$ cat config.mk
export PLATFORM = sky130hd
export DESIGN_NAME = lfra_regs
export DESIGN_NICKNAME = d
export VERILOG_FILES = /design/src/sv/lfra_pkg.sv /design/src/sv/lfra_regs.sv
export SDC_FILE = /design/constraint.sdc
export NUM_CORES = 1
export LEC_CHECK = 0
export ABC_CLOCK_PERIOD_IN_PS = 1100
export BUFFER_PORTS_ARGS = -buffer_cell sky130_fd_sc_hd__buf_2
export CAP_MARGIN = 20
export CORE_MARGIN = 2
export CORE_UTILIZATION = 31
export CTS_CLUSTER_DIAMETER = 100
export DETAILED_ROUTE_END_ITERATION = 16
export GPL_TIMING_DRIVEN = 0
export PLACE_DENSITY = 0.79
export SYNTH_ARGS = -nofsm -noshare
export SYNTH_HDL_FRONTEND = slang
export SYNTH_SLANG_ARGS = --single-unit
$ cat constraint.sdc
create_clock -name i_clk -period 1.1 [get_ports i_clk]
set_input_delay 0.22 -clock i_clk [delete_from_list [all_inputs] [get_ports i_clk]]
set_output_delay 0.22 -clock i_clk [all_outputs]
set_load 0.05 [all_outputs]
$ cat src/sv/lfra_pkg.sv
// ----------------------------------------------------------------------------
// lfra_pkg
// Shared types and constants of the lowest-free-room allocator.
// ----------------------------------------------------------------------------
package lfra_pkg;

    localparam int ROOMS_DEF  = 256;
    localparam int GUESTS_DEF = 1024;

    // field widths of the transactions
    localparam int REQ_W    = 1;
    localparam int GUEST_W  = 10;
    localparam int ROOM_W   = 9;
    localparam int STATUS_W = 2;

    // free map is kept as words of FM_W busy bits
    localparam int FM_W  = 16;
    localparam int FM_SH = 4;

    // configuration port
    localparam int APB_AW = 3;
    localparam int APB_DW = 32;
    localparam logic REG_ROOM_COUNT = 1'b0;
    localparam logic [ROOM_W-1:0] ROOM_COUNT_RST = 9'd256;

    localparam logic REQ_ARRIVE = 1'b0;
    localparam logic REQ_DEPART = 1'b1;

    localparam logic [STATUS_W-1:0] ST_OK            = 2'd0;
    localparam logic [STATUS_W-1:0] ST_NO_ROOM       = 2'd1;
    localparam logic [STATUS_W-1:0] ST_NO_GUEST_ROOM = 2'd2;

    typedef enum logic [1:0] {
        RES_HELD,
        RES_FOUND,
        RES_NO_ROOM,
        RES_NO_GUEST
    } t_res_sel;

    typedef struct packed {
        logic     clr_wr;
        logic     req_load;
        logic     scan_first;
        logic     scan_next;
        logic     rel_rd;
        logic     fm_wr_set;
        logic     fm_wr_clr;
        logic     gt_wr_room;
        logic     gt_wr_zero;
        logic     res_load;
        t_res_sel res_sel;
        logic     out_load;
    } t_cmd;

    typedef struct packed {
        logic clr_done;
        logic in_range;
        logic is_depart;
        logic held_zero;
        logic held_bad;
        logic found;
        logic last_word;
        logic out_free;
    } t_sts;

endpackage

$ cat src/sv/lfra_regs.sv
// ----------------------------------------------------------------------------
// lfra_regs
// APB register file: holds the room_count register.
// ----------------------------------------------------------------------------
module lfra_regs (
    input  logic                        i_clk,
    input  logic                        i_rst_n,
    input  logic                        psel,
    input  logic                        penable,
    input  logic                        pwrite,
    input  logic [lfra_pkg::APB_AW-1:0] paddr,
    input  logic [lfra_pkg::APB_DW-1:0] pwdata,
    output logic [lfra_pkg::APB_DW-1:0] prdata,
    output logic                        pready,
    output logic [lfra_pkg::ROOM_W-1:0] o_room_count
);
    import lfra_pkg::*;

    logic [ROOM_W-1:0] r_room_count;
    logic              wr_en;

    // register index is the word address; byte offset bits are ignored
    assign pready = 1'b1;
    assign wr_en  = psel && penable && pwrite && pready && (paddr[2] == REG_ROOM_COUNT);

    always_ff @(posedge i_clk) begin
        if (!i_rst_n) begin
            r_room_count <= ROOM_COUNT_RST;
        end else if (wr_en) begin
            r_room_count <= pwdata[ROOM_W-1:0];
        end
    end

    always_comb begin
        prdata = '0;
        if (paddr[2] == REG_ROOM_COUNT && paddr[1:0] == 2'b00) begin
            prdata = APB_DW'(r_room_count);
        end else if (paddr[2] == REG_ROOM_COUNT) begin
            prdata = APB_DW'(r_room_count);
        end
    end

    assign o_room_count = r_room_count;

endmodule

Word-level counts from Yosys, hierarchy flattened --
Index checks and enable logic that the tools add are counted.
Word-level totals: register bits after elaboration 9, word-level logic and storage cells 9
Cells by class: muxes and demuxes 2, bitwise operators 1, reductions and logical operators 5
Operator list (count):
- 2-to-1 mux 9 bit | 2
- logical AND 1 bit | 4
- zero test 2 bit | 1
- NOT 1 bit | 1

Longest topological paths before layout --
depth after elaboration 3, mapped depth 4, mapped depth without buffers 2

Least setup slack after synthesis --
Ideal clock, no wire load.
path type reg-to-output, start point reg r_room_count[8] (netlist: o_room_count[8]), end point out prdata[8] in the netlist's numbering, arrival time 1010 ps, path slack -130 ps, stages on the path, launching flop included 2, buffers on the path 0, path through dfxtp_1 > and2b_2
Between the ends: word-level cells in the longest chain between the ends 2
Ends and longest elaborated chain:
- start, declared | line lfra_regs.sv:19 | logic [ROOM_W-1:0] r_room_count;
- start signal, assigned | line lfra_regs.sv:30 | r_room_count <= pwdata[ROOM_W-1:0];
- 2-to-1 mux 9 bit | line lfra_regs.sv:38 | end else if (paddr[2] == REG_ROOM_COUNT) begin
- 2-to-1 mux 9 bit * | line lfra_regs.sv:36 | if (paddr[2] == REG_ROOM_COUNT && paddr[1:0] == 2'b00) begin
- end, declared | line lfra_regs.sv:13 | output logic [lfra_pkg::APB_DW-1:0] prdata,
Every way passes the cells marked *; elsewhere a longest branch is shown, timed or not.

Worst setup path in the final report --
start point reg r_room_count[4] (netlist: o_room_count[4]), end point out prdata[4] in the netlist's numbering
Same word-level chain as after synthesis.

==> metrics <==
I/O Buffers=31; via count=582; Slew Limit Fails=0; total setup violations reported at the end of the flow=9; worst clock skew on the final layout=0 ns; number of rows created at floorplan=16; post-route setup slack=-0.0431 ns; aggregate routed wire length=1360 um; status=finished with violations; leakage power total=0.576 nW; number of nets with antenna violations after detailed routing=0; DRC viols=0; kind of start point of the critical path=flop; WP data required=0.88 ns; number of fillers in the final layout=196; peak supply drop=756 uV; post-synthesis instance area=639 um2; kind of path behind the tightest hold check=in2reg; ratio of routed vias to standard cells=3.64; Final Hold Viols=0; die outline height=49.4 um; TritonCTS clock tree=built; pwr/cell area=956 nW/um2; biggest area contributors in the synthesized netlist=dfxtp_1 (28%), buf_4 (28%), mux2i_1 (14%); CTS Hold Buffers Added=0; vias in the first global route=479; average wire per cell in the routed design=8.49 um; share of the cycle needed by the critical path after routing=1.04; Clk Latency, worst-skew pair=0.25 ns; arrival time at the worst endpoint=0.92 ns; overall routing resource usage=0.115; type of element capturing the critical path=output port; largest net degree at the start of global routing=11; final weighted congestion in routability-driven placement=0.641; area of the die=2440 um2; detailed placement HPWL=1040 um; CTS Buffer Depth=2; synthesized area divided by synthesized cell count=8.52 um2; total number of H-tree levels=1; yosys synthesis warning count=0; number of cells traversed by the worst register-to-register path=3; Largest register FFs=9; clock tree sinks=9; post-synthesis instance total=between 70 and 80; CTS clk-pin slew, worst paths=0.06 ns; overflow left after global routing=0; number of synthesized register bits=9; number of max-cap violations=0; first drt pass iteration count=2; post-layout instance count excluding filler cells=160; boundary pin count=82; failing checks=setup timing; setup repair after global routing missed its margin=yes; Final Core Density=0.520; antenna diode count=0; number of CTS-inserted buffers=3; share of post-route cells with drive strength above 1=0.594; Die Wd=49.4 um; top fanout value on the critical path=3; distinct cell type count after synthesis=11; max frequency=around 0.87 GHz; worst setup path category=reg2out; fraction of post-synthesis cell area in the top cell type by area=0.282; minimum period implied by the final worst setup slack=approximately 1.1 ns; first-pass GRT wire length=2090 um; net count reported at finish=174; cell at the root of the clock tree=clkbuf_4; Initial Util=0.326; count of cells along the worst hold path=3; Syn-to-layout area delta=59.7%; number of cells in the design after placement=155; Iteration-0 DRC Markers=1; proportion of synthesized chip area in sequential cells=0.282; antenna violations before repair=0; cell type contributing the most total cell area after synthesis=dfxtp_1; core area=1960 um2
report_power, final:
group          leakage (nW)  internal, mW  switching, mW
clock network        0.0150         0.139          0.109
registers            0.0763         0.334        0.00471
logic                 0.485         0.115          0.274
routing by layer:
metal,vias up,part of all wire,track usage
met4,0,0,0.0139
met2,39,0.48,0.196
met3,0,0.12,0.0736
met5,-,0,0
li1,303,-,-
met1,240,0.40,0.123
cells in the mapped netlist (all sizes together):
master,count
and4b,1
buf,26
nand2,16
mux2i,9
and2b,9
dfxtp,9
nor2b,2
conb,2
clkbuf,1
what timing repair did:
item                       CTS  global route
setup endpoints to repair    9            12
setup buffers                1             0
gates resized for setup     19             2
worst paths after layout:
kind	startpoint	endpoint	slack, ns
hold / removal	pwdata[3]	o_room_count[3]$_SDFFE_PN0P_	0.20
hold reg to reg	o_room_count[3]$_SDFFE_PN0P_	o_room_count[3]$_SDFFE_PN0P_	0.46
setup reg to reg	o_room_count[2]$_SDFFE_PN0P_	o_room_count[2]$_SDFFE_PN0P_	0.43
setup / recovery	o_room_count[4]$_SDFFE_PN0P_	prdata[4]	-0.04
stage by stage:
step | hold WS (ns) | total power, mW | TNS, ns | worst slack [ns] | cell area, um2
2_1_floorplan | 0.355 | 0.676 | 0 | 0.0537 | 733
3_3_place_gp | 0.443 | 0.718 | 0 | 0.0231 | 922
3_5_place_dp | 0.456 | 0.721 | -0.0230 | -0.0230 | 922
4_1_cts | 0.189 | 0.987 | -0.413 | -0.0493 | 1020
5_1_grt | 0.191 | 1.03 | -0.667 | -0.0846 | 1020
6_report | 0.197 | 0.976 | -0.312 | -0.0431 | 1020
cell type report:
cell class | count | area, um2 | share of cell area
well taps | 27 | 33.8 | 0.0331
multi-input cells | 61 | 342 | 0.335
clock buffers | 4 | 26.3 | 0.0257
repair buffers | 32 | 228 | 0.223
flip-flops and latches | 9 | 191 | 0.188
plain buffers | 27 | 200 | 0.196
layout by cell type (no fill, tap or decap):
| cell | instances |
|---|---|
| buf_6 | 9 |
| and4b_1 | 1 |
| nor2b_1 | 2 |
| mux2i_1 | 9 |
| clkbuf_1 | 2 |
| clkbuf_4 | 5 |
| buf_8 | 1 |
| conb_1 | 24 |
| dfxtp_2 | 9 |
| and2b_2 | 9 |
| buf_2 | 21 |
| nand2_1 | 16 |
| buf_4 | 25 |
kinds of logic after synthesis:
group                  Yosys count  share of synthesized area
and+or+nand+nor                 28                      0.252
buffers and inverters           27                      0.313
muxes                            9                      0.141
DFF                              9                      0.282
other                            2                     0.0117
worst max-delay path, cell delays in order (launching register included):
cell,delay (ns)
dfxtp_2,0.33
and2b_2,0.19
buf_6,0.15
Power figures use the tool's default switching activity.
