[config.mk]
export PLATFORM = sky130hd
export DESIGN_NAME = lfra_ctrl
export DESIGN_NICKNAME = d
export VERILOG_FILES = /design/src/sv/lfra_pkg.sv /design/src/sv/lfra_ctrl.sv
export SDC_FILE = /design/constraint.sdc
export NUM_CORES = 1
export LEC_CHECK = 0
export ABC_AREA = 1
export BUFFER_PORTS_ARGS = -buffer_cell sky130_fd_sc_hd__buf_2
export CORE_AREA = 2 2 39 41
export CTS_CLUSTER_DIAMETER = 120
export DETAILED_ROUTE_END_ITERATION = 8
export DIE_AREA = 0 0 41 43
export HOLD_SLACK_MARGIN = 0.05
export PLACE_DENSITY = 0.79
export SKIP_CTS_REPAIR_TIMING = 1
export SLEW_MARGIN = 20
export SYNTH_ARGS = -nofsm -noshare
export SYNTH_HDL_FRONTEND = slang
export SYNTH_SLANG_ARGS = --single-unit
[constraint.sdc]
create_clock -name i_clk -period 3.3 [get_ports i_clk]
set_clock_uncertainty 0.15 [all_clocks]
set_input_delay 0.495 -clock i_clk [delete_from_list [all_inputs] [get_ports i_clk]]
set_output_delay 0.495 -clock i_clk [all_outputs]
set_load 0.1 [all_outputs]
[src/sv/lfra_pkg.sv]
// ----------------------------------------------------------------------------
// lfra_pkg
// Shared types and constants of the lowest-free-room allocator.
// ----------------------------------------------------------------------------
package lfra_pkg;

    localparam int ROOMS_DEF  = 256;
    localparam int GUESTS_DEF = 1024;

    // field widths of the transactions
    localparam int REQ_W    = 1;
    localparam int GUEST_W  = 10;
    localparam int ROOM_W   = 9;
    localparam int STATUS_W = 2;

    // free map is kept as words of FM_W busy bits
    localparam int FM_W  = 16;
    localparam int FM_SH = 4;

    // configuration port
    localparam int APB_AW = 3;
    localparam int APB_DW = 32;
    localparam logic REG_ROOM_COUNT = 1'b0;
    localparam logic [ROOM_W-1:0] ROOM_COUNT_RST = 9'd256;

    localparam logic REQ_ARRIVE = 1'b0;
    localparam logic REQ_DEPART = 1'b1;

    localparam logic [STATUS_W-1:0] ST_OK            = 2'd0;
    localparam logic [STATUS_W-1:0] ST_NO_ROOM       = 2'd1;
    localparam logic [STATUS_W-1:0] ST_NO_GUEST_ROOM = 2'd2;

    typedef enum logic [1:0] {
        RES_HELD,
        RES_FOUND,
        RES_NO_ROOM,
        RES_NO_GUEST
    } t_res_sel;

    typedef struct packed {
        logic     clr_wr;
        logic     req_load;
        logic     scan_first;
        logic     scan_next;
        logic     rel_rd;
        logic     fm_wr_set;
        logic     fm_wr_clr;
        logic     gt_wr_room;
        logic     gt_wr_zero;
        logic     res_load;
        t_res_sel res_sel;
        logic     out_load;
    } t_cmd;

    typedef struct packed {
        logic clr_done;
        logic in_range;
        logic is_depart;
        logic held_zero;
        logic held_bad;
        logic found;
        logic last_word;
        logic out_free;
    } t_sts;

endpackage

[src/sv/lfra_ctrl.sv]
// ----------------------------------------------------------------------------
// lfra_ctrl
// Sequencer of the allocator: clearing pass, lookup, free map scan, release.
// ----------------------------------------------------------------------------
module lfra_ctrl (
    input  logic          i_clk,
    input  logic          i_rst_n,
    input  logic          i_in_valid,
    output logic          o_in_ready,
    input  lfra_pkg::t_sts i_sts,
    output lfra_pkg::t_cmd o_cmd
);
    import lfra_pkg::*;

    typedef enum logic [5:0] {
        S_CLEAR  = 6'b000001,
        S_IDLE   = 6'b000010,
        S_LOOKUP = 6'b000100,
        S_SCAN   = 6'b001000,
        S_REL    = 6'b010000,
        S_EMIT   = 6'b100000
    } t_state;

    t_state r_state;
    t_state n_state;

    always_ff @(posedge i_clk) begin
        if (!i_rst_n) begin
            r_state <= S_CLEAR;
        end else begin
            r_state <= n_state;
        end
    end

    always_comb begin
        n_state    = r_state;
        o_cmd      = '0;
        o_in_ready = 1'b0;
        unique case (r_state)
            S_CLEAR: begin
                o_cmd.clr_wr = 1'b1;
                if (i_sts.clr_done) begin
                    n_state = S_IDLE;
                end
            end
            S_IDLE: begin
                o_in_ready = 1'b1;
                if (i_in_valid) begin
                    o_cmd.req_load = 1'b1;
                    n_state        = S_LOOKUP;
                end
            end
            S_LOOKUP: begin
                priority if (!i_sts.in_range) begin
                    o_cmd.res_load = 1'b1;
                    o_cmd.res_sel  = RES_NO_GUEST;
                    n_state        = S_EMIT;
                end else if (!i_sts.is_depart && !i_sts.held_zero) begin
                    // guest already holds a room: report it, change nothing
                    o_cmd.res_load = 1'b1;
                    o_cmd.res_sel  = RES_HELD;
                    n_state        = S_EMIT;
                end else if (!i_sts.is_depart) begin
                    o_cmd.scan_first = 1'b1;
                    n_state          = S_SCAN;
                end else if (i_sts.held_bad) begin
                    o_cmd.res_load = 1'b1;
                    o_cmd.res_sel  = RES_NO_GUEST;
                    n_state        = S_EMIT;
                end else begin
                    o_cmd.rel_rd = 1'b1;
                    n_state      = S_REL;
                end
            end
            S_SCAN: begin
                priority if (i_sts.found) begin
                    o_cmd.fm_wr_set  = 1'b1;
                    o_cmd.gt_wr_room = 1'b1;
                    o_cmd.res_load   = 1'b1;
                    o_cmd.res_sel    = RES_FOUND;
                    n_state          = S_EMIT;
                end else if (i_sts.last_word) begin
                    o_cmd.res_load = 1'b1;
                    o_cmd.res_sel  = RES_NO_ROOM;
                    n_state        = S_EMIT;
                end else begin
                    o_cmd.scan_next = 1'b1;
                end
            end
            S_REL: begin
                o_cmd.fm_wr_clr  = 1'b1;
                o_cmd.gt_wr_zero = 1'b1;
                o_cmd.res_load   = 1'b1;
                o_cmd.res_sel    = RES_HELD;
                n_state          = S_EMIT;
            end
            S_EMIT: begin
                if (i_sts.out_free) begin
                    o_cmd.out_load = 1'b1;
                    n_state        = S_IDLE;
                end
            end
            default: begin
                n_state = S_CLEAR;
            end
        endcase
    end

    // a new transaction is taken only once the previous result is staged
    a_accept_idle: assert property (@(posedge i_clk) disable iff (!i_rst_n)
        o_cmd.req_load |=> (r_state == S_LOOKUP))
        else $error("accept did not start a lookup");

    a_scan_path: assert property (@(posedge i_clk) disable iff (!i_rst_n)
        (o_cmd.scan_first || o_cmd.scan_next) |=> (r_state == S_SCAN))
        else $error("free map read issued outside of scan");

    a_emit_after_result: assert property (@(posedge i_clk) disable iff (!i_rst_n)
        o_cmd.res_load |=> (r_state == S_EMIT))
        else $error("staged result not followed by emit");

endmodule

# Word-level counts from Yosys, hierarchy flattened

Index checks and enable logic that the tools add are counted.

Equality and inequality tests: 10
Muxes and demuxes: 38
Reduce and logical (&&, ||, !) cells: 4

Operators by type and width:

| operator                                                               | count |
|---|---|
| 6-bit two-way mux                                                      | 9 |
| 6-bit case mux with 6 select lines                                     | 1 |
| 1-bit two-way mux                                                      | 21 |
| 3-bit two-way mux                                                      | 6 |
| 3-bit case mux with 3 select lines                                     | 1 |
| 6-bit by 1-bit equality test with 1-bit output (second input constant) | 1 |
| 6-bit by 2-bit equality test with 1-bit output (second input constant) | 1 |
| 6-bit by 3-bit equality test with 1-bit output (second input constant) | 1 |
| 6-bit by 4-bit equality test with 1-bit output (second input constant) | 1 |
| 6-bit by 5-bit equality test with 1-bit output (second input constant) | 1 |
| 6-bit equality test (second input constant)                            | 1 |
| 2-bit != test (second input constant)                                  | 3 |
| 4-bit AND reduction                                                    | 1 |
| 3-bit != test (second input constant)                                  | 1 |
| 1-bit zero test                                                        | 2 |
| 1-bit logical AND                                                      | 1 |

Bits in registers: 6
Output and inout port bits: 14
Logic and storage cells: 53

# Logic depth before layout (Yosys ltp)

Gate-level depths: netlist (run 1).

Word-level depth: 5
Gate-level depth with buffers: 8

# Worst setup path after synthesis (run 1)

Ideal clock, no wire load.

Path type: register -> output
Start: reg r_state[4]
End: out o_cmd[2] (netlist name)
Data arrival time: 2.783 ns
Required time: 2.655 ns
Setup slack: -0.128 ns
Stages on the path, launching flop included: 4
Cell sequence: dfxtp_1 -> nor2_4 -> nand3_2 -> o21ai_0

RTL lines:

| element                | line            | text |
|---|---|---|
| from (decl)            | lfra_ctrl.sv:24 | `t_state r_state;` |
| from (signal assigned) | lfra_ctrl.sv:31 | `r_state <= n_state;` |
| to (decl)              | lfra_ctrl.sv:11 | `output lfra_pkg::t_cmd o_cmd` |

==> results of run 1 <==
==> cells in the mapped netlist <==
cell     number
o21ai_0       2
nand4_2       1
and2_4        1
nand3_1       4
nand2_2       2
nand4_1       4
nor2_4        3
nor2_1       13
inv_2         2
nand2_1      14
nor3_2        1
nor2_2        5
a21oi_1       2
inv_1        15
dfxtp_1       6
buf_4         2
nor3_1        1
nand3_2       2
==> kinds of logic (layout without fill, tap and decap cells) <==
kind of cell / Yosys count / count (layout) / share of synthesized area [%]
AND/OR/NAND/NOR: 51 / 51 / 56.1
buffers and inverters: 19 / 44 / 15.8
AO/OA/AOI/OAI: 4 / 4 / 4.01
flip-flops: 6 / 6 / 24.1
==> power by group through the flow <==
| stage | combinational, mW | clock [mW] | sequential [mW] |
|---|---|---|---|
| 6_report | 0.123 | 0.0698 | 0.0873 |
| 5_1_grt | 0.133 | 0.0742 | 0.0876 |
| 4_1_cts | 0.123 | 0.0712 | 0.0873 |
| 3_5_place_dp | 0.123 | 0 | 0.0887 |
| 3_3_place_gp | 0.119 | 0 | 0.0881 |
| 2_1_floorplan | 0.0995 | 0 | 0.0876 |
==> routing by layer <==
| metal | global-route usage [%] | up-vias | share of wire [%] |
|---|---|---|---|
| li1 | - | 298 | - |
| met1 | 18.6 | 237 | 40 |
| met2 | 25.3 | 15 | 53 |
| met3 | 3.14 | 4 | 4.4 |
| met4 | 10.7 | 0 | 2.9 |
| met5 | 0 | - | 0 |
==> final cells by class <==
class / instances / area (sq um) / area share (%)
multi-input cells: 55 / 300 / 46.4
flip-flops and latches: 6 / 120 / 18.6
repair buffers: 24 / 120 / 18.6
inverters: 17 / 63.8 / 9.86
clock buffers: 3 / 22.5 / 3.48
well taps: 16 / 20.0 / 3.09
==> worst min path at each step <==
stage | start | end | slack, ps | depth (start not counted)
final | i_rst_n | r_state[0] | 310 | 2
after global routing | i_rst_n | r_state[0] | 310 | 2
after CTS | i_rst_n | r_state[0] | 310 | 2
after detailed placement | r_state[1] | r_state[2] | 500 | 4
after global placement | r_state[1] | r_state[1] | 480 | 4
after floorplan | i_rst_n | r_state[0] | 430 | 1
==> stage by stage <==
step           instance area, sq um  setup slack [ps]  std cells
2_1_floorplan                   499               216         80
3_3_place_gp                    624              1230        118
3_5_place_dp                    624              1220        118
4_1_cts                         647               994        121
5_1_grt                         647               886        121
6_report                        647               988        121
==> worst reg2reg max path, stage by stage, from the launching register on <==
cell,delay [ps]
dfxtp_1,340
nor2_4,220
nand4_2,150
nor3_2,220
nand3_1,100
inv_1,60
==> summary.md, run 1 <==
| Metric | Value |
|---|---|
| Status | `finished, final reports clean` |
| Biggest registers after layout | `r_state: 6 flops` |
| Worst-skew pair later-pin latency | `approximately 250 ps` |
| Maximum clock rate | `0.433 GHz` |
| CP Depth | `4` |
| DIE AREA | `about 0.0018 sq mm` |
| First-pass GRT wire length | `1.93 mm` |
| Final period util | `between 70 and 80%` |
| Via-per-instance ratio | `4.58` |
| RSZ-0062 raised after global routing | `no` |
| GRT overflow | `0` |
| Critical path's slowest cell | `buf_2` |
| Initial drt markers | `7` |
| Synth Net Count | `91` |
| Clk network pwr share | `between 20% and 30%` |
| Worst R2R Setup Slack | `2000 ps` |
| Number of max-cap violations | `0` |
| Crit Path Max Fanout | `7` |
| Max reg flops | `6` |
| Reg2reg end | `r_state[4]` |
| Worst-path clk slew | `about 50 ps` |
| Core box area | `0.00138 sq mm` |
| Cell accounting for the most synthesized area | `dfxtp_1` |
| Arrival @ worst endpoint | `between 1500 and 2000 ps` |
| CTS Buf Count | `3` |
| Root buf cell | `clkbuf_4` |
| Post-layout util | `between 40% and 50%` |
| CP Capture Point | `o_cmd[8]` |
| Initial antenna violation count | `0` |
| Reg2Reg Depth | `5` |
| Commonest non-fill, non-tap cells in the layout | `24 x buf_2, 15 x inv_1, 14 x nand2_1` |
| Antenna viol nets, final | `0` |
| Vias in the first global route | `~490` |
| Pin count of the biggest net entering global routing | `8` |
| Min Clock Period, post-route | `about 2300 ps` |
| Critical Setup Path Class | `flop to output port` |
| Longest Clk Path Bufs | `2` |
| Flop pwr share | `between 30 and 40%` |
| Synthesized area per cell | `around 6.2 sq um` |
| Chip Width | `just over 40 um` |
| DP HPWL | `about 1.0 mm` |
| Fill cells | `roughly 150` |
| CTS tree | `yes` |
| Reg-to-Reg Start | `r_state[4]` |
| Die Y | `43 um` |
| Internal | `around 0.15 mW` |
| Via count | `554` |
| Reg with most FFs | `r_state` |
| CP bufs+invs | `1` |
| Final setup fails | `0` |
| Initial core utilization | `a little over a third` |
| DRC | `0` |
| Logic pwr share | `roughly 44%` |
| PortBufs | `24` |
| CP Capture Type | `output port` |
| TNS Setup | `0 ps` |
| Diodes inserted | `0` |
| CTS Sinks | `6` |
| Top delay family on crit path | `simple AND/OR/NAND/NOR gates` |
| Req. time, crit path | `2650 ps` |
| CP Launch Type | `flop` |
| Peak supply drop | `approximately 210 uV` |
| Post-Synthesis Cells | `80` |
| Drt total wl | `around 1.2 mm` |
| Sequential element share of the synthesized area | `roughly 24%` |
| Psw | `0.129 mW` |
| Power density over the cells | `between 400 and 500 mW/mm^2` |
| DRT Pass-1 Iters | `4` |
| RePlAce Congestion | `between 0.8 and 0.9` |
| Layout cell share with drive strength beyond 1 | `41.9%` |
| CP startpoint | `r_state[4]` |
| Pins Over Slew Limit | `0` |
| Lkg Pwr | `slightly above 0.4 nW` |
| Syn-to-layout area delta | `29.6%` |
| Hold slack final | `~310 ps` |
| Slew headroom | `roughly 68%` |
| Commonest non-fill, non-tap cell in the layout | `buf_2` |
| I/O pin count | `25` |
| Worst Max-Slew Pin Slew | `approximately 490 ps` |
| Hold crit path type | `primary input to flop` |
| Row count | `14` |
| Cell Area, Synth | `499 sq um` |
| Post-synthesis register bit count | `6` |
| H-Tree Depth | `1` |
| Routed len/inst | `9.85 um` |
| Nets | `between 100 and 150` |
| Yosys top cell area share | `24.1%` |
| Tot Pwr | `~0.28 mW` |
| GRT Total Usage | `16.1%` |
| Yosys warns | `0` |
| Worst path max stage delay | `480 ps` |
| Switching share of power | `between 40% and 50%` |
| Top post-synthesis cells by area | `dfxtp_1 24%, inv_1 11%, nand2_1 11%, nor2_1 9.8%, nor2_4 6.8%` |
| Worst-path cell chain | `nor2_4 -> nand4_2 -> nor3_2 -> buf_2` |
| Post-synth cell types | `18` |
| Final hold vios | `0` |
No activity file was read; power rests on OpenSTA's default activity.
==> run 2: changes to the inputs <==
Settings changed: CORE_AREA 2 2 39 41 to not set, CORE_MARGIN set to 2, CORE_UTILIZATION set to 38, DIE_AREA 0 0 41 43 to not set, PLACE_DENSITY 0.79 to 0.82.
Clock period 3.3 ns to 2 ns, I/O delays scaled along.
==> run 2 against run 1 <==
Net effect:
- sequential share of layout area is 4.2 points lower
- largest cell class unchanged
- global-route usage grew 2.7 points
- non-clock buffer count is 3 higher
- critical endpoint is now o_cmd[2]
- wire length up 7.4%
- register-to-register slack worse by 1400 ps
- clock power rose by 63%
- clock-buffer cell count is the same
==> summary.md, run 2 (synthesis results as in run 1) <==
| Metric | Value |
|---|---|
| Status | `finished, final reports clean (unchanged)` |
| I/O pin count | `25 (unchanged)` |
| Initial antenna violation count | `0 (unchanged)` |
| Chip Width | `40.2 um (was 41 um)` |
| RSZ-0062 raised after global routing | `yes (was no)` |
| Worst-path cell chain | `nor2_4 -> buf_4 -> nand3_2 -> o21ai_1 -> clkbuf_16 (was nor2_4 -> nand4_2 -> nor3_2 -> buf_2)` |
| Vias in the first global route | `509 (was 486)` |
| Fill cells | `97 (was 149)` |
| Crit Path Max Fanout | `5 (was 7)` |
| Initial drt markers | `14 (was 7)` |
| Initial core utilization | `39.3% (was 36.1%)` |
| Worst-skew pair later-pin latency | `250 ps (about the same)` |
| Post-route design area | `837 sq um (was 647 sq um)` |
| DRC | `0 (unchanged)` |
| DIE AREA | `0.00162 sq mm (was 0.00176 sq mm)` |
| Tot Pwr | `0.480 mW (was 0.280 mW)` |
| Worst setup margin | `60.9 ps (was 988 ps)` |
| Max reg flops | `6 (unchanged)` |
| Row count | `13 (was 14)` |
| Reg with most FFs | `r_state (unchanged)` |
| Final setup fails | `0 (unchanged)` |
| Req. time, crit path | `1550 ps (was 2650 ps)` |
| Via count | `580 (was 554)` |
| Finished Layout Cells | `123 (was 121)` |
| CTS Sinks | `6 (unchanged)` |
| Number of max-cap violations | `0 (unchanged)` |
| Layout cell share with drive strength beyond 1 | `46.3% (was 41.9%)` |
| Slew headroom | `68.0% (was 67.6%)` |
| CP Launch Type | `flop (unchanged)` |
| Maximum clock rate | `0.516 GHz` |
| Post-layout util | `66.0% (was 46.7%)` |
| Pin count of the biggest net entering global routing | `8 (unchanged)` |
| CTS Buf Count | `3 (unchanged)` |
| Pre-CTS WS | `290 ps (was 1220 ps)` |
| Hold slack final | `120 ps (was 313 ps)` |
| Commonest non-fill, non-tap cell in the layout | `inv_1 (was buf_2)` |
| Peak supply drop | `333 uV (was 211 uV)` |
| Syn-to-layout area delta | `67.7% (was 29.6%)` |
| Nets | `121 (was 118)` |
| Arrival @ worst endpoint | `1490 ps (was 1670 ps)` |
| Worst-path clk slew | `50 ps (about the same)` |
| Number of instances in the placed design | `117 (was 118)` |
| Power density over the cells | `573 mW/mm^2 (was 433 mW/mm^2)` |
| Via-per-instance ratio | `4.72 (was 4.58)` |
| DRT Pass-1 Iters | `4 (unchanged)` |
| Worst Max-Slew Pin Slew | `483 ps (was 489 ps)` |
| Antenna viol nets, final | `0 (unchanged)` |
| Core box area | `0.00127 sq mm (was 0.00138 sq mm)` |
| Routed len/inst | `10.4 um (was 9.85 um)` |
| Biggest registers after layout | `r_state: 6 flops (unchanged)` |
| GRT Total Usage | `18.8% (was 16.1%)` |
| DP HPWL | `1.04 mm (was 1.01 mm)` |
| Worst path max stage delay | `340 ps (was 480 ps)` |
| Lkg Pwr | `0.453 nW (was 0.410 nW)` |
| Die Y | `40.2 um (was 43 um)` |
| Root buf cell | `clkbuf_4 (unchanged)` |
| Pins Over Slew Limit | `0 (unchanged)` |
| Final period util | `97.0%` |
| Critical Setup Path Class | `flop to output port (unchanged)` |
| First-pass GRT wire length | `2.01 mm (was 1.93 mm)` |
| RePlAce Congestion | `0.890 (was 0.884)` |
| CTS tree | `yes (unchanged)` |
| PortBufs | `24 (unchanged)` |
| Critical path's slowest cell | `dfxtp_1 (was buf_2)` |
| Min Clock Period, post-route | `between 1500 and 2000 ps` |
| TNS Setup | `0 ps (unchanged)` |
| Placed cell area | `777 sq um (was 624 sq um)` |
| GRT overflow | `0 (unchanged)` |
| Drt total wl | `1.28 mm (was 1.19 mm)` |
| Final hold vios | `0 (unchanged)` |
| Diodes inserted | `0 (unchanged)` |
| H-Tree Depth | `1 (unchanged)` |
| Commonest non-fill, non-tap cells in the layout | `15 x inv_1, 14 x nand2_1, 11 x buf_2 (was 24 x buf_2, 15 x inv_1, 14 x nand2_1)` |
| Hold crit path type | `primary input to flop (unchanged)` |
| CP Capture Type | `output port (unchanged)` |
| Longest Clk Path Bufs | `2 (unchanged)` |
==> run 2: layer usage <==
metal | vias to the layer above | global-route usage [%] | share of wire, %
li1 | 303 | - | -
met1 | 259 | 20.3 | 44
met2 | 16 | 35.1 | 51
met3 | 2 | 7.22 | 4.3
met4 | 0 | 2.50 | 0.47
met5 | - | 0 | 0
==> run 2: worst paths after layout <==
check | slack [ps] | startpoint | end | cells past startpoint
hold / removal | 120 | i_rst_n | r_state[0] | 2
hold reg to reg | 480 | r_state[1] | r_state[1] | 4
setup reg to reg | 640 | r_state[1] | r_state[5] | 8
setup / recovery | 60 | r_state[1] | o_cmd[2] | 5
==> run 2: final cells by class <==
type / instances / area, sq um / area share [%]
Inverter: 17 / 63.8 / 7.62
Sequential cell: 6 / 120 / 14.3
Clock buffer: 3 / 22.5 / 2.69
Multi-Input combinational cell: 55 / 319 / 38.1
Tap cell: 15 / 18.8 / 2.24
Timing Repair Buffer: 27 / 293 / 35.0
==> run 2: where the power goes <==
group | leakage, nW | internal, mW | switching [mW] | total, mW
registers | 0.0489 | 0.131 | 0.0128 | 0.144
logic | 0.391 | 0.0629 | 0.160 | 0.222
clock network | 0.0138 | 0.0680 | 0.0456 | 0.114
==> run 2: worst max-delay path: cells and delay by family (launching register included) <==
kind	cells	cell delay, ps
buffers and inverters	2	370
AND/OR/NAND/NOR	2	300
flip-flops	1	340
AO/OA/AOI/OAI	1	230
==> run 3: changes to the inputs <==
Settings changed: ABC_AREA 1 to 0, CORE_AREA set to 2 2 39 41, CORE_MARGIN 2 to not set, CORE_UTILIZATION 38 to not set, DIE_AREA set to 0 0 41 43, PLACE_DENSITY 0.82 to 0.8.
==> run 3 against run 2 <==
Net effect:
- the run now ends with setup timing left
- hold slack improved by 33 ps
- first-iteration DRC count fell by 79%
- utilization rose by 17 points
- critical endpoint is now o_cmd[10]
- clock power barely moved
- flip-flop and latch count did not move
==> summary.md, run 3 <==
| Metric | Value |
|---|---|
| Power density over the cells | `986 mW/mm^2 (was 573 mW/mm^2)` |
| Final hold vios | `0 (unchanged)` |
| Hold crit path type | `primary input to flop (unchanged)` |
| CP Capture Type | `output port (unchanged)` |
| CTS tree | `yes (unchanged)` |
| GRT overflow | `0 (unchanged)` |
| Longest Clk Path Bufs | `2 (unchanged)` |
| Req. time, crit path | `1550 ps (about the same)` |
| Routed len/inst | `17.8 um (was 10.4 um)` |
| Cell with the most instances after synthesis | `dfxtp_1 (was inv_1)` |
| Cell accounting for the most synthesized area | `dfxtp_1 (unchanged)` |
| Worst setup margin | `-419 ps (was 60.9 ps)` |
| Crit Path Max Fanout | `4 (was 5)` |
| Root buf cell | `clkbuf_4 (unchanged)` |
| Asr flop ratio synth | `0% (unchanged)` |
| Reg2reg end | `r_state[5] (unchanged)` |
| Pin count of the biggest net entering global routing | `10 (was 8)` |
| Commonest non-fill, non-tap cells in the layout | `17 x buf_4, 14 x buf_12, 10 x buf_2 (was 15 x inv_1, 14 x nand2_1, 11 x buf_2)` |
| Synth Net Count | `72 (was 91)` |
| I/O pin count | `25 (unchanged)` |
| Fill cells | `73 (was 97)` |
| RSZ-0062 raised after global routing | `yes (unchanged)` |
| Yosys warns | `0 (unchanged)` |
| Peak supply drop | `557 uV (was 333 uV)` |
| Critical Setup Path Class | `flop to output port (unchanged)` |
| Post-synth cell types | `34 (was 18)` |
| Number of max-cap violations | `0 (unchanged)` |
| Sequential element share of the synthesized area | `24.7% (was 24.1%)` |
| Placed cell area | `0.00100 sq mm (was 777 sq um)` |
| Number of instances in the placed design | `113 (was 117)` |
| Via-per-instance ratio | `5.57 (was 4.72)` |
| Reg-to-Reg Start | `r_state[5] (was r_state[1])` |
| RePlAce Congestion | `0.864 (was 0.890)` |
| Commonest cells in the synthesized netlist | `6 x dfxtp_1, 4 x inv_1, 4 x nand2b_1, 4 x nor3b_1, 4 x o21ai_0 (was 15 x inv_1, 14 x nand2_1, 13 x nor2_1)` |
| Final setup fails | `18 (was 0)` |
| DIE AREA | `0.00176 sq mm (was 0.00162 sq mm)` |
| Post-route design area | `0.00115 sq mm (was 837 sq um)` |
| GRT Total Usage | `24.1% (was 18.8%)` |
| Antenna viol nets, final | `0 (unchanged)` |
| Reg2Reg Depth | `6 (was 8)` |
| Top post-synthesis cells by area | `dfxtp_1 25%, nor3b_1 6.2%, nand2b_1 5.1%, o21ai_0 4.1%, and2_1 3.9% (was dfxtp_1 24%, inv_1 11%, nand2_1 11%, nor2_1 9.8%, nor2_4 6.8%)` |
| Drt total wl | `2.16 mm (was 1.28 mm)` |
| Pins Over Slew Limit | `0 (unchanged)` |
| Tot Pwr | `1.13 mW (was 0.480 mW)` |
| Max reg flops | `6 (unchanged)` |
| Row count | `14 (was 13)` |
| Via count | `674 (was 580)` |
| Chip Width | `41 um (was 40.2 um)` |
| DRC | `0 (unchanged)` |
| CP Launch Type | `flop (unchanged)` |
| Hold Crit Start | `i_rst_n (unchanged)` |
| TNS Setup | `-4040 ps (was 0 ps)` |
| Hold slack final | `152 ps (was 120 ps)` |
| Top delay family on crit path | `simple AND/OR/NAND/NOR gates (was buffers and inverters)` |
| Failing checks | `setup timing` |
| CTS Sinks | `6 (unchanged)` |
| DP HPWL | `1.36 mm (was 1.04 mm)` |
| Commonest non-fill, non-tap cell in the layout | `buf_4 (was inv_1)` |
| Diodes inserted | `0 (unchanged)` |
| Maximum clock rate | `0.413 GHz (was 0.516 GHz)` |
| Lkg Pwr | `0.476 nW (was 0.453 nW)` |
| DRT Pass-1 Iters | `4 (unchanged)` |
| Core box area | `0.00138 sq mm (was 0.00127 sq mm)` |
| Initial antenna violation count | `0 (unchanged)` |
| CP bufs+invs | `3 (was 2)` |
| Arrival @ worst endpoint | `1970 ps (was 1490 ps)` |
| Pre-CTS WS | `-193 ps (was 290 ps)` |
| Nets | `118 (was 121)` |
| PortBufs | `24 (unchanged)` |
| Worst-path cell chain | `or4b_4 -> nor3_2 -> buf_4 -> nand4b_1 -> clkinvlp_4 -> buf_12 (was nor2_4 -> buf_4 -> nand3_2 -> o21ai_1 -> clkbuf_16)` |
| Worst-skew pair later-pin latency | `260 ps (was 250 ps)` |
| Cell Area, Synth | `487 sq um (was 499 sq um)` |
| Syn-to-layout area delta | `135% (was 67.7%)` |
| CTS Buf Count | `3 (unchanged)` |
| Die Y | `43 um (was 40.2 um)` |
| Status | `finished, violations left (was finished, final reports clean)` |
| Worst R2R Setup Slack | `-160 ps (was 640 ps)` |
| Post-synthesis register bit count | `6 (unchanged)` |
| Slew headroom | `73.9% (was 68.0%)` |
| Synthesized area per cell | `7.98 sq um (was 6.24 sq um)` |
| First-pass GRT wire length | `2.87 mm (was 2.01 mm)` |
| H-Tree Depth | `1 (unchanged)` |
| Hold-critical path depth | `2 (unchanged)` |
| Post-Synthesis Cells | `61 (was 80)` |
| Worst Max-Slew Pin Slew | `391 ps (was 483 ps)` |
| Min Clock Period, post-route | `2420 ps (was 1940 ps)` |
| Layout cell share with drive strength beyond 1 | `72.4% (was 46.3%)` |
| Commonest register cell after synthesis | `dfxtp_1 (unchanged)` |
| Biggest registers after layout | `r_state: 6 flops (unchanged)` |
| Yosys top cell area share | `24.7% (was 24.1%)` |
| Critical path's slowest cell | `or4b_4 (was dfxtp_1)` |
| Worst path max stage delay | `560 ps (was 340 ps)` |
| EDFF count, synth | `0 (unchanged)` |
| Worst Hold Path EP | `r_state[0] (unchanged)` |
| Worst-path clk slew | `50 ps (about the same)` |
| Initial core utilization | `35.2% (was 39.3%)` |
| Vias in the first global route | `665 (was 509)` |
| Post-layout util | `82.8% (was 66.0%)` |
| Reg with most FFs | `r_state (unchanged)` |
| Final period util | `121% (was 97.0%)` |
| Initial drt markers | `3 (was 14)` |
| Finished Layout Cells | `121 (was 123)` |
-- run 3: cell types whose count changed in the layout (fill, tap and decap cells not counted), moves of 6 or more --
cell,change
inv_1,-13
buf_4,+14
nor2_2,-8
buf_12,+6
nor2_1,-8
nand2_1,-12
-- run 3: worst max path at each step --
| stage | slack, ps | startpoint | end | depth (start not counted) |
|---|---|---|---|---|
| 3_5_place_dp | -190 | r_state[0] | o_cmd[10] | 6 |
| 2_1_floorplan | -720 | r_state[4] | o_cmd[11] | 3 |
| 6_report | -420 | r_state[5] | o_cmd[10] | 6 |
| 4_1_cts | -470 | r_state[0] | o_cmd[10] | 6 |
| 5_1_grt | -470 | r_state[5] | o_cmd[10] | 6 |
| 3_3_place_gp | -150 | r_state[0] | o_cmd[10] | 6 |
-- run 3: area by class of cell --
cell class / count / area (sq um) / share of cell area, %
multi-input combinational: 47 / 454 / 39.6
tap: 16 / 20.0 / 1.75
inverter: 4 / 22.5 / 1.97
sequential: 6 / 124 / 10.8
clock buffer: 3 / 22.5 / 1.97
timing repair buffer: 45 / 503 / 43.9
-- run 3: worst reg2reg max path: stages, from the launching register on --
cell	delay, ps
dfxtp_1	320
buf_4	180
or4b_4	490
or4_4	440
buf_4	160
a31oi_2	220
a311oi_2	70
-- run 3: cells by family after synthesis --
kind of cell / share of synthesized area, %
flops: 24.7
compound gates: 20.1
xor+xnor: 1.80
buf+inv: 9.51
simple gates: 44.0
-- run 3: report_power, final --
group	switching [mW]	total [mW]	internal [mW]
Combinational	0.446	0.839	0.393
Clock	0.0474	0.115	0.0681
Sequential	0.0241	0.175	0.151
Total	0.518	1.13	0.612
-- run 3: routing by layer --
layer / global-route usage [%] / up-vias / wire, um
met5: 0 / - / 0
met4: 8.00 / 0 / 68
met3: 8.38 / 6 / 166
met2: 43.1 / 35 / 1210
met1: 23.9 / 316 / 716
li1: - / 317 / -
